**src/rtl/sha1_byte_stream_hasher_assert.svh**
```systemverilog
// ----------------------------------------------------------------------------
// sha1_byte_stream_hasher_assert.svh
// assertion macros for the sha-1 stream hasher, clocked on aclk and
// disabled while aresetn is low
// ----------------------------------------------------------------------------
`ifndef SHA1_BYTE_STREAM_HASHER_ASSERT_SVH
`define SHA1_BYTE_STREAM_HASHER_ASSERT_SVH

`ifndef NO_ASSERTIONS

// same-cycle implication
`define SBH_ASSERT_NOW(label, ante, cons, msg) \
    label: assert property (@(posedge aclk) disable iff (!aresetn) \
        (ante) |-> (cons)) else $error(msg);

// next-cycle implication
`define SBH_ASSERT_NEXT(label, ante, cons, msg) \
    label: assert property (@(posedge aclk) disable iff (!aresetn) \
        (ante) |=> (cons)) else $error(msg);

`else

`define SBH_ASSERT_NOW(label, ante, cons, msg)
`define SBH_ASSERT_NEXT(label, ante, cons, msg)

`endif

`endif

```
**src/rtl/sha1bsh_pkg.sv**
```systemverilog
// ----------------------------------------------------------------------------
// sha1bsh_pkg
// types, constants and sequencer states shared by the sha-1 stream hasher
// ----------------------------------------------------------------------------
package sha1bsh_pkg;

    // operation codes of an input transaction
    localparam logic OP_ABSORB = 1'b0;
    localparam logic OP_FINISH = 1'b1;

    // initial chaining vector
    localparam logic [31:0] IV0 = 32'h6745_2301;
    localparam logic [31:0] IV1 = 32'hEFCD_AB89;
    localparam logic [31:0] IV2 = 32'h98BA_DCFE;
    localparam logic [31:0] IV3 = 32'h1032_5476;
    localparam logic [31:0] IV4 = 32'hC3D2_E1F0;

    // round constants
    localparam logic [31:0] K0 = 32'h5A82_7999;
    localparam logic [31:0] K1 = 32'h6ED9_EBA1;
    localparam logic [31:0] K2 = 32'h8F1B_BCDC;
    localparam logic [31:0] K3 = 32'hCA62_C1D6;

    // padding
    localparam logic [7:0] PAD_MARK   = 8'h80;
    localparam logic [5:0] LEN_OFFSET = 6'd56;
    localparam logic [5:0] LAST_BYTE  = 6'd63;
    localparam logic [6:0] LAST_ROUND = 7'd79;

    typedef struct packed {
        logic       op;
        logic [7:0] data_byte;
    } in_t;

    typedef struct packed {
        logic [31:0] digest_h0;
        logic [31:0] digest_h1;
        logic [31:0] digest_h2;
        logic [31:0] digest_h3;
        logic [31:0] digest_h4;
    } out_t;

    typedef enum logic [2:0] {
        ST_IDLE,
        ST_PAD,
        ST_ROUND,
        ST_FOLD,
        ST_EMIT
    } state_t;

    // commands from the sequencer to the datapath
    typedef struct packed {
        logic       load_byte;
        logic       round_en;
        logic       init_work;
        logic       fold;
        logic       reset_chain;
        logic [6:0] round_idx;
    } ctl_t;

endpackage

```
**src/rtl/sha1bsh_window.sv**
```systemverilog
// ----------------------------------------------------------------------------
// sha1bsh_window
// 64-byte block buffer that doubles as the 16-word message schedule window
// ----------------------------------------------------------------------------
module sha1bsh_window (
    input  logic              aclk,
    input  sha1bsh_pkg::ctl_t ctl,
    input  logic [7:0]        byte_in,
    output logic [31:0]       w_out
);
    import sha1bsh_pkg::*;

    logic [511:0] win_reg;
    logic [511:0] win_next;
    logic [31:0]  mix;
    logic [31:0]  w_new;

    // schedule recurrence on the window taps w[i+13], w[i+8], w[i+2], w[i]
    assign mix   = win_reg[95:64] ^ win_reg[255:224] ^ win_reg[447:416] ^ win_reg[511:480];
    assign w_new = {mix[30:0], mix[31]};
    assign w_out = win_reg[511:480];

    // bytes shift in at the bottom, schedule words shift out at the top
    always_comb begin
        win_next = win_reg;
        if (ctl.load_byte) begin
            win_next = {win_reg[503:0], byte_in};
        end else if (ctl.round_en) begin
            win_next = {win_reg[479:0], w_new};
        end
    end

    always_ff @(posedge aclk) begin
        win_reg <= win_next;
    end

endmodule

```
**src/rtl/sha1bsh_round.sv**
```systemverilog
// ----------------------------------------------------------------------------
// sha1bsh_round
// shared single-round compression unit with working and chaining registers
// ----------------------------------------------------------------------------
module sha1bsh_round (
    input  logic              aclk,
    input  logic              aresetn,
    input  sha1bsh_pkg::ctl_t ctl,
    input  logic [31:0]       w_in,
    output sha1bsh_pkg::out_t chain
);
    import sha1bsh_pkg::*;

    logic [31:0] a_reg, b_reg, c_reg, d_reg, e_reg;
    logic [31:0] h0_reg, h1_reg, h2_reg, h3_reg, h4_reg;
    logic [31:0] f_val;
    logic [31:0] k_val;
    logic [31:0] t_val;

    // round function and constant by round group
    always_comb begin
        if (ctl.round_idx inside {[7'd0:7'd19]}) begin
            f_val = d_reg ^ (b_reg & (c_reg ^ d_reg));
            k_val = K0;
        end else if (ctl.round_idx inside {[7'd20:7'd39]}) begin
            f_val = b_reg ^ c_reg ^ d_reg;
            k_val = K1;
        end else if (ctl.round_idx inside {[7'd40:7'd59]}) begin
            f_val = (b_reg & (c_reg | d_reg)) | (c_reg & d_reg);
            k_val = K2;
        end else begin
            f_val = b_reg ^ c_reg ^ d_reg;
            k_val = K3;
        end
    end

    assign t_val = {a_reg[26:0], a_reg[31:27]} + f_val + e_reg + k_val + w_in;

    // working variables
    always_ff @(posedge aclk) begin
        if (ctl.init_work) begin
            a_reg <= h0_reg;
            b_reg <= h1_reg;
            c_reg <= h2_reg;
            d_reg <= h3_reg;
            e_reg <= h4_reg;
        end else if (ctl.round_en) begin
            a_reg <= t_val;
            b_reg <= a_reg;
            c_reg <= {b_reg[1:0], b_reg[31:2]};
            d_reg <= c_reg;
            e_reg <= d_reg;
        end
    end

    // chaining words
    always_ff @(posedge aclk) begin
        if (!aresetn || ctl.reset_chain) begin
            h0_reg <= IV0;
            h1_reg <= IV1;
            h2_reg <= IV2;
            h3_reg <= IV3;
            h4_reg <= IV4;
        end else if (ctl.fold) begin
            h0_reg <= h0_reg + a_reg;
            h1_reg <= h1_reg + b_reg;
            h2_reg <= h2_reg + c_reg;
            h3_reg <= h3_reg + d_reg;
            h4_reg <= h4_reg + e_reg;
        end
    end

    assign chain.digest_h0 = h0_reg;
    assign chain.digest_h1 = h1_reg;
    assign chain.digest_h2 = h2_reg;
    assign chain.digest_h3 = h3_reg;
    assign chain.digest_h4 = h4_reg;

endmodule

```
**src/rtl/sha1_byte_stream_hasher.sv**
```systemverilog
// ----------------------------------------------------------------------------
// sha1_byte_stream_hasher
// streaming sha-1: absorbs one message byte per transaction, finishes on
// request and returns the five digest words
// ----------------------------------------------------------------------------
// The transaction carrying the 64th byte of a block keeps the hasher busy
// for 80 rounds through the single shared round unit and then the chaining
// fold, so no bytes are taken while a block compresses. A finish
// transaction pushes the padding and length one byte per cycle, runs one or
// two more compressions and hands over the digest. The digest sits in an
// output register, so new bytes are taken while it waits; a second digest
// keeps the hasher busy until the first is taken.
`include "sha1_byte_stream_hasher_assert.svh"

module sha1_byte_stream_hasher (
    input  logic              aclk,
    input  logic              aresetn,
    input  logic              s_valid,
    output logic              s_ready,
    input  sha1bsh_pkg::in_t  s_data,
    output logic              m_valid,
    input  logic              m_ready,
    output sha1bsh_pkg::out_t m_data
);
    import sha1bsh_pkg::*;

    state_t       state_reg, state_next;
    logic [5:0]   fill_reg, fill_next;
    logic [60:0]  len_reg, len_next;
    logic [63:0]  pad_len_reg, pad_len_next;
    logic         pad_first_reg, pad_first_next;
    logic         len_phase_reg, len_phase_next;
    logic         fin_reg, fin_next;
    logic [6:0]   round_reg, round_next;
    logic         m_valid_reg, m_valid_next;
    out_t         m_data_reg, m_data_next;
    logic [7:0]   byte_sel;
    logic         in_fire;
    logic         len_byte;
    ctl_t         ctl;
    out_t         chain;
    logic [31:0]  w_word;

    assign in_fire  = s_valid && s_ready;
    assign s_ready  = (state_reg == ST_IDLE);
    assign m_valid  = m_valid_reg;
    assign m_data   = m_data_reg;

    // padding byte: marker, then zeros, then the big-endian bit length
    assign len_byte = len_phase_reg || (!pad_first_reg && fill_reg == LEN_OFFSET);
    always_comb begin
        if (state_reg == ST_IDLE) begin
            byte_sel = s_data.data_byte;
        end else if (pad_first_reg) begin
            byte_sel = PAD_MARK;
        end else if (len_byte) begin
            byte_sel = pad_len_reg[63:56];
        end else begin
            byte_sel = 8'h00;
        end
    end

    // sequencer state registers
    always_ff @(posedge aclk) begin
        if (!aresetn) begin
            state_reg     <= ST_IDLE;
            fill_reg      <= '0;
            len_reg       <= '0;
            pad_first_reg <= 1'b0;
            len_phase_reg <= 1'b0;
            fin_reg       <= 1'b0;
            round_reg     <= '0;
            m_valid_reg   <= 1'b0;
        end else begin
            state_reg     <= state_next;
            fill_reg      <= fill_next;
            len_reg       <= len_next;
            pad_first_reg <= pad_first_next;
            len_phase_reg <= len_phase_next;
            fin_reg       <= fin_next;
            round_reg     <= round_next;
            m_valid_reg   <= m_valid_next;
        end
    end

    always_ff @(posedge aclk) begin
        pad_len_reg <= pad_len_next;
        m_data_reg  <= m_data_next;
    end

    // next state and datapath commands
    always_comb begin
        state_next      = state_reg;
        fill_next       = fill_reg;
        len_next        = len_reg;
        pad_len_next    = pad_len_reg;
        pad_first_next  = pad_first_reg;
        len_phase_next  = len_phase_reg;
        fin_next        = fin_reg;
        round_next      = round_reg;
        m_valid_next    = m_valid_reg && !m_ready;
        m_data_next     = m_data_reg;
        ctl             = '0;
        ctl.round_idx   = round_reg;

        case (state_reg)
            ST_IDLE: begin
                if (in_fire) begin
                    if (s_data.op == OP_ABSORB) begin
                        ctl.load_byte = 1'b1;
                        fill_next     = fill_reg + 6'd1;
                        len_next      = len_reg + 61'd1;
                        fin_next      = 1'b0;
                        if (fill_reg == LAST_BYTE) begin
                            ctl.init_work = 1'b1;
                            state_next    = ST_ROUND;
                        end
                    end else begin
                        pad_len_next   = {len_reg, 3'b000};
                        len_next       = '0;
                        pad_first_next = 1'b1;
                        len_phase_next = 1'b0;
                        fin_next       = 1'b1;
                        state_next     = ST_PAD;
                    end
                end
            end
            ST_PAD: begin
                ctl.load_byte  = 1'b1;
                fill_next      = fill_reg + 6'd1;
                pad_first_next = 1'b0;
                if (len_byte) begin
                    len_phase_next = 1'b1;
                    pad_len_next   = {pad_len_reg[55:0], 8'h00};
                end
                if (fill_reg == LAST_BYTE) begin
                    ctl.init_work = 1'b1;
                    state_next    = ST_ROUND;
                end
            end
            ST_ROUND: begin
                ctl.round_en = 1'b1;
                if (round_reg == LAST_ROUND) begin
                    round_next = '0;
                    state_next = ST_FOLD;
                end else begin
                    round_next = round_reg + 7'd1;
                end
            end
            ST_FOLD: begin
                ctl.fold = 1'b1;
                if (!fin_reg) begin
                    state_next = ST_IDLE;
                end else if (len_phase_reg) begin
                    state_next = ST_EMIT;
                end else begin
                    state_next = ST_PAD;
                end
            end
            ST_EMIT: begin
                if (!m_valid_reg || m_ready) begin
                    m_valid_next    = 1'b1;
                    m_data_next     = chain;
                    ctl.reset_chain = 1'b1;
                    fin_next        = 1'b0;
                    len_phase_next  = 1'b0;
                    state_next      = ST_IDLE;
                end
            end
            default: begin
                state_next = ST_IDLE;
            end
        endcase
    end

    sha1bsh_window u_window (
        .aclk    (aclk),
        .ctl     (ctl),
        .byte_in (byte_sel),
        .w_out   (w_word)
    );

    sha1bsh_round u_round (
        .aclk    (aclk),
        .aresetn (aresetn),
        .ctl     (ctl),
        .w_in    (w_word),
        .chain   (chain)
    );

    // compression only ever starts on a freshly filled block
    `SBH_ASSERT_NOW(a_round_on_full_block, $rose(state_reg == ST_ROUND), fill_reg == 6'd0, "compression started with a partial block")
    // the last round is always followed by the chaining fold
    `SBH_ASSERT_NEXT(a_fold_after_last_round, state_reg == ST_ROUND && round_reg == LAST_ROUND, state_reg == ST_FOLD, "missing fold after last round")
    // a new digest leaves the hasher with an empty buffer and zero length
    `SBH_ASSERT_NOW(a_clean_after_digest, $rose(m_valid), fill_reg == 6'd0 && len_reg == 61'd0, "stale message state after digest")

endmodule
```
**config.mk**
```make
export PLATFORM = sky130hd
export DESIGN_NAME = sha1_byte_stream_hasher
export DESIGN_NICKNAME = d
export VERILOG_FILES = /design/src/rtl/sha1bsh_pkg.sv /design/src/rtl/sha1bsh_window.sv /design/src/rtl/sha1bsh_round.sv /design/src/rtl/sha1_byte_stream_hasher.sv
export VERILOG_INCLUDE_DIRS = /design/src /design/src/rtl
export SDC_FILE = /design/constraint.sdc
export NUM_CORES = 2
export LEC_CHECK = 0
export BUFFER_PORTS_ARGS = -buffer_cell sky130_fd_sc_hd__buf_4
export CAP_MARGIN = 20
export CORE_AREA = 2 2 444 402
export DETAILED_ROUTE_END_ITERATION = 12
export DIE_AREA = 0 0 446 404
export HOLD_SLACK_MARGIN = 0.08
export PLACE_DENSITY = 0.52
export RECOVER_POWER = 25
export SETUP_SLACK_MARGIN = 0.3
export SYNTH_ARGS = -nofsm -noshare
export SYNTH_HDL_FRONTEND = slang
export SYNTH_SLANG_ARGS = --single-unit
export TNS_END_PERCENT = 100
```
**constraint.sdc**
```tcl
create_clock -name aclk -period 17.5 [get_ports aclk]
set_input_delay 0 -clock aclk [delete_from_list [all_inputs] [get_ports aclk]]
set_output_delay 0 -clock aclk [all_outputs]
set_load 0.05 [all_outputs]
```
Word level (Yosys, flattened, before mapping). Index checks and enable logic that the tools add are counted.

Divide/modulo/power cells: 0. Magnitude comparators: 6. Reduce and logical (&&, ||, !) cells: 27. Equality and inequality tests: 13. Add/sub/neg operators: 12. Muxes and demuxes: 62. Bitwise logic cells: 12. Shift operators: 0. Multipliers: 0.

Operators by type and width (count): 512-bit 2-to-1 mux (2); 32-bit 2-to-1 mux (15); 32-bit adder (9); 32-bit bitwise XOR (7); 64-bit 2-to-1 mux (3); 64-bit case mux with 2 select lines (1); 32-bit bitwise AND (3); 32-bit OR (2); 61-bit by 1-bit adder with 61-bit output (second input constant) (1); 61-bit 2-to-1 mux (1); 31-bit 2-to-1 mux (1); 8-bit 2-to-1 mux (3); 3-bit 2-to-1 mux (7); 1-bit 2-to-1 mux (19); 3-bit case mux with 5 select lines (1); 7-bit by 6-bit <= comparator with 1-bit output (second input constant) (2); 6-bit == test (second input constant) (2); 6-bit 2-to-1 mux (2); 6-bit case mux with 2 select lines (1); 3-bit AND reduction (4); 2-bit != test (second input constant) (4); 1-bit case mux with 2 select lines (4); 2-bit nonzero test (4); 7-bit by 1-bit adder with 7-bit output (second input constant) (1); other kinds (20) (33).

Bits in latches: 0. Word-level logic and storage cells: 157. Bits in writable memories: 0. Register bits after elaboration: 1137. Memories: 0. Bits in read-only memories: 0.

Longest topological paths before layout.
Depth after elaboration: 12. Depth in mapped cells: 32. Mapped depth without buffers: 30.

Hierarchy. From an unflattened synthesis, not the netlist that was laid out.

Cells, all modules: 4648. Area total of the unflattened synthesis: 59276.9 um^2.

Modules (own cells, without submodules): sha1bsh_round (sequential area each 8007.7 um^2, instances 1, area an instance 24780.0 um^2, cells each 2633); sha1bsh_window (sequential area each 15374.7 um^2, instances 1, area an instance 23251.0 um^2, cells each 1246); sha1_byte_stream_hasher (sequential area each 8257.9 um^2, instances 1, area an instance 11245.8 um^2, cells each 769).

Worst setup path before layout. Ideal clock, no wire load.

Kind: register to register. Start point: register state_reg[1]. End point: register u_window.win_reg[0] (enable). Path buffers: 3. Data required time: 13850 ps. Stages on the path, launching flop included: 7. Slack: 4004 ps. Data arrival time: 9846 ps. Cell sequence: dfxtp_1 -> clkbuf_1 -> nor2_1 -> o21ai_1 -> clkbuf_1 -> clkbuf_1 -> nand2_1.

Word-level cells in the longest chain between the ends: 5.

RTL lines: from (decl) (RTL line sha1_byte_stream_hasher.sv:27) `state_t state_reg, state_next;`; from (signal assigned) (RTL line sha1_byte_stream_hasher.sv:75) `state_reg <= state_next;`; 3-bit logical NOT (RTL line sha1_byte_stream_hasher.sv:45, sha1_byte_stream_hasher.sv:106); 1-bit logical AND (RTL line sha1_byte_stream_hasher.sv:44) `assign in_fire = s_valid && s_ready;`; 1-bit 2-to-1 mux (RTL line sha1_byte_stream_hasher.sv:108) `if (in_fire) begin`; 1-bit case mux with 2 select lines (RTL line sha1_byte_stream_hasher.sv:106) `case (state_reg)`; 2-bit nonzero test (no source line) *; to (signal assigned) (RTL line sha1bsh_window.sv:34) `win_reg <= win_next;`; to (decl) (RTL line sha1bsh_window.sv:13) `logic [511:0] win_reg;`.

Mark *: on every way between the ends. The rest lies on a longest branch, timed or not. A chain may end at the register's enable or synchronous reset.

Worst setup path in the final report.
Start point: register state_reg[1]. End point: register u_window.win_reg[21] (data pin).

Word-level cells in the longest chain between the ends: 5.

RTL lines: 3-bit logical NOT (RTL line sha1_byte_stream_hasher.sv:45, sha1_byte_stream_hasher.sv:106); 1-bit logical AND (RTL line sha1_byte_stream_hasher.sv:44); 1-bit 2-to-1 mux (RTL line sha1_byte_stream_hasher.sv:108); 1-bit case mux with 2 select lines * (RTL line sha1_byte_stream_hasher.sv:106); 512-bit 2-to-1 mux * (RTL line sha1bsh_window.sv:26) `if (ctl.load_byte) begin`; via u_window.win_next[21] (RTL line sha1bsh_window.sv:14) `logic [511:0] win_next;`.

The timed path passes the listed nets; every way through them passes the cells marked *.

==> run_results.csv <==
group,metric,value,unit
yosys,ys_seq_elements,1134,
sta,report.final.slew_viol_count,608,
sta,period_minus_slack,11.43,ns
worst_setup_path,critical_path.cell_chain,"nor2_1 -> o21a_1 -> clkbuf_1 -> buf_4 -> buf_4 -> buf_4 -> o21ai_0",
sta,fmax,87.5,MHz
worst_setup_path,crit_arrival,11.91,ns
pwr,clkPwrFrac,40.0,%
yosys,ys_seq_area_share,54.8,%
yosys,synth_cell_types,83,
pwr,ir_drop,0.0000818,V
worst_setup_path,r2r_start,"state_reg[1]",
global_routing,antenna_found_initial,3,
global_routing,grt_pass1_vias,38800,
yosys,synth_top_area_cell,"edfxtp_1",
yosys,ys_async_sr_fraction,0,%
pwr,pwr-share-comb,11.0,%
worst_setup_path,ff2ff_path_depth,7,
worst_setup_path,crit_required,17.98,ns
clock_tree,hold_buffers,17,
floorplan,start_util,32.9,%
clock_tree,cts_root_buf,"clkbuf_16",
clock_tree,numCtsBuffers,121,
sta,period_share,65.3,%
clock_tree,postCtsSetupBuffers,0,
drt,route.detailed.drc,0,
drt,via_per_inst,4.91,
sta,hold_viol,0,
global_routing,grt.total_usage,17.1,%
sta,setup_viol,0,
min_path,holdPathEnd,"pad_first_reg",
clock_tree,cts_buffer_depth,3,
pwr,p_leak,25.9,nW
drt,num_vias,40800,
min_path,hold_class,"in -> reg",
yosys,synth.most_common_cell,"nand2_1",
sta,slew_headroom,-513,%
sta,tns,0,ns
status,violations,"capacitance limit, slew limit",
pwr,p_sw,1.70,mW
final_layout,largest_reg_flops,512,
yosys,yosys_warnings,0,
yosys,syn_area_per_cell,9.99,um2
yosys,synthTopCellsByArea,"edfxtp_1 (46%), nand2_1 (13%), dfxtp_1 (8.4%)",
status,status,"complete, but fails checks",
drt,drt-total-wl,157000,um
global_routing,grt_max_degree,225,
yosys,syn_area,57800,um2
clock_tree,cts_resized,0,
clock_tree,cts_tree,"done",
worst_setup_path,critPathMaxFanout,222,
min_path,hold_start,"s_data[8]",
yosys,synth_top_area_share,46.4,%
pwr,swShare,25.8,%
clock_tree,ctsHtreeMaxLevel,3,
pwr,pwr_density_cell,101,nW/um2
floorplan,fp.dieW,446,um
floorplan,rows,146,
worst_setup_path,slowest_delay,6.35,ns
drt,wl_per_cell,18.9,um
yosys,synthCells,5782,
final_layout,finalNetCount,6235,
final_layout,drive_gt1_share,5.53,%
floorplan,ioPinCount,175,
floorplan,fp.dieH,404,um
sta,worst_pin_slew,9.20,ns
worst_setup_path,critPathCaptureType,"flop",
worst_setup_path,worst_setup_path_start_kind,"flop",
worst_setup_path,crit_slowest_cell,"clkbuf_1",
floorplan,core,175000,um2
yosys,synth_nets,6116,
floorplan,dieArea,180000,um2
worst_setup_path,crit_top_cell,"buf_4",
sta,finalWorstSetupSlack,6.07,ns
sta,fin_worst_skew,0.0520,ns
pwr,power_frac_seq,49.0,%
worst_setup_path,worstReg2RegEnd,"u_window.win_reg[21]",
run,maxCapViolations,7,
clock_tree,path_clk_slew,0.06,ns
yosys,synth_commonest_cells,"nand2_1 (2,056), edfxtp_1 (893), inv_1 (284)",
min_path,holdPathStages,4,
drt,drt_iter0_markers,3635,
yosys,ys.flop_type,"edfxtp_1",
worst_setup_path,crit_type,"reg -> reg",
sta,rsz0062_at_grt,"false",
yosys,synth_edf_count,893,
place,gp_congestion,0.895,
worst_setup_path,rrSetupSlack,6.07,ns
place,dpl.hpwl,112000,um
clock_tree,clk_latency,0.78,ns
pwr,intPower,4.89,mW
final_layout,areaGrowthSynthToFinish,12.7,%
drt,firstDrtPassIters,5,
clock_tree,numClockSinks,1134,
worst_setup_path,crit_family,"buffers and inverters",
global_routing,grt_first_pass_wirelength,238000,um
worst_setup_path,cp_num_buf_inv,4,
place,portBuffers,174,
global_routing,grt_overflow,0,
drt,ant_nets,0,
place,post-place-ws,9.87,ns
stage by stage:
| stage | total power [mW] | hold WS (ns) | util (%) | std cells | cell area, um2 |
|---|---|---|---|---|---|
| CTS | 6.66 | 0.113 | 37.5 | 8303 | 65700 |
| global placement | 3.99 | 0.353 | 35.1 | 8055 | 61500 |
| global route | 6.89 | 0.150 | 37.1 | 8303 | 65100 |
| floorplan | 3.84 | 0.168 | - | 5782 | 57800 |
| detailed placement | 4.00 | 0.357 | 35.1 | 8055 | 61500 |
| finish | 6.59 | 0.176 | 37.1 | 8307 | 65100 |
power groups by stage:
stage,Clock (mW),Sequential [mW],Combinational (mW)
after floorplan,0,3.30,0.535
after global placement,0,3.28,0.702
after detailed placement,0,3.28,0.711
after CTS,2.71,3.23,0.718
after global routing,2.81,3.25,0.826
final,2.64,3.23,0.722
cells by family after synthesis:
family	synth area share, %
AOI/OAI and AO/OA	9.20
adders and majority gates	8.50
and+or+nand+nor	17.8
xor gates and xnor gates	4.81
muxes	1.46
DFF	54.8
buffers and inverters	3.41
cell usage in the layout (no fill, tap or decap), types with 81 or more instances in the layout:
cell / instances
xnor2_1: 211
clkbuf_1: 197
edfxtp_1: 893
clkbuf_16: 122
ha_1: 202
nand2_1: 2052
nor2_1: 190
a21o_1: 81
xor2_1: 106
a21oi_1: 256
dfxtp_1: 241
inv_1: 283
o21ai_0: 265
fa_1: 119
area by class of cell:
cell class / instances / area, um2
Sequential cell: 1134 / 31600
Multi-Input combinational cell: 4127 / 24200
Clock buffer: 160 / 3280
Antenna cell: 4 / 10.0
Inverter: 285 / 1070
Fill cell: 17700 / 110000
Timing Repair Buffer: 232 / 1190
Clock inverter: 71 / 798
Tap cell: 2294 / 2870
worst register-to-register path: cells and delay by family, from the launching register on:
kind,cells,cell delay [ns]
DFF,1,0.44
AOI/OAI and AO/OA,2,0.55
buffers and inverters,4,9.89
and+or+nand+nor,1,0.26
worst max-delay path by stage:
stage	cells past startpoint	slack (ns)	from	to
after detailed placement	29	9.87	round_reg[0]	u_round.a_reg[31]
after global routing	7	4.69	state_reg[1]	u_window.win_reg[21]
after floorplan	6	4.00	state_reg[1]	u_window.win_reg[0]
final	7	6.07	state_reg[1]	u_window.win_reg[21]
after global placement	29	9.99	round_reg[0]	u_round.a_reg[31]
after CTS	29	9.82	round_reg[0]	u_round.a_reg[31]
layer usage:
layer / global-route usage, % / vias to the layer above / share of wire [%]
li1: - / 19900 / -
met1: 24.4 / 19800 / 47
met2: 27.1 / 861 / 45
met3: 2.59 / 208 / 4.5
met4: 4.27 / 0 / 2.6
met5: 0 / - / 0
Note: power is estimated with default switching activity, not from simulation.
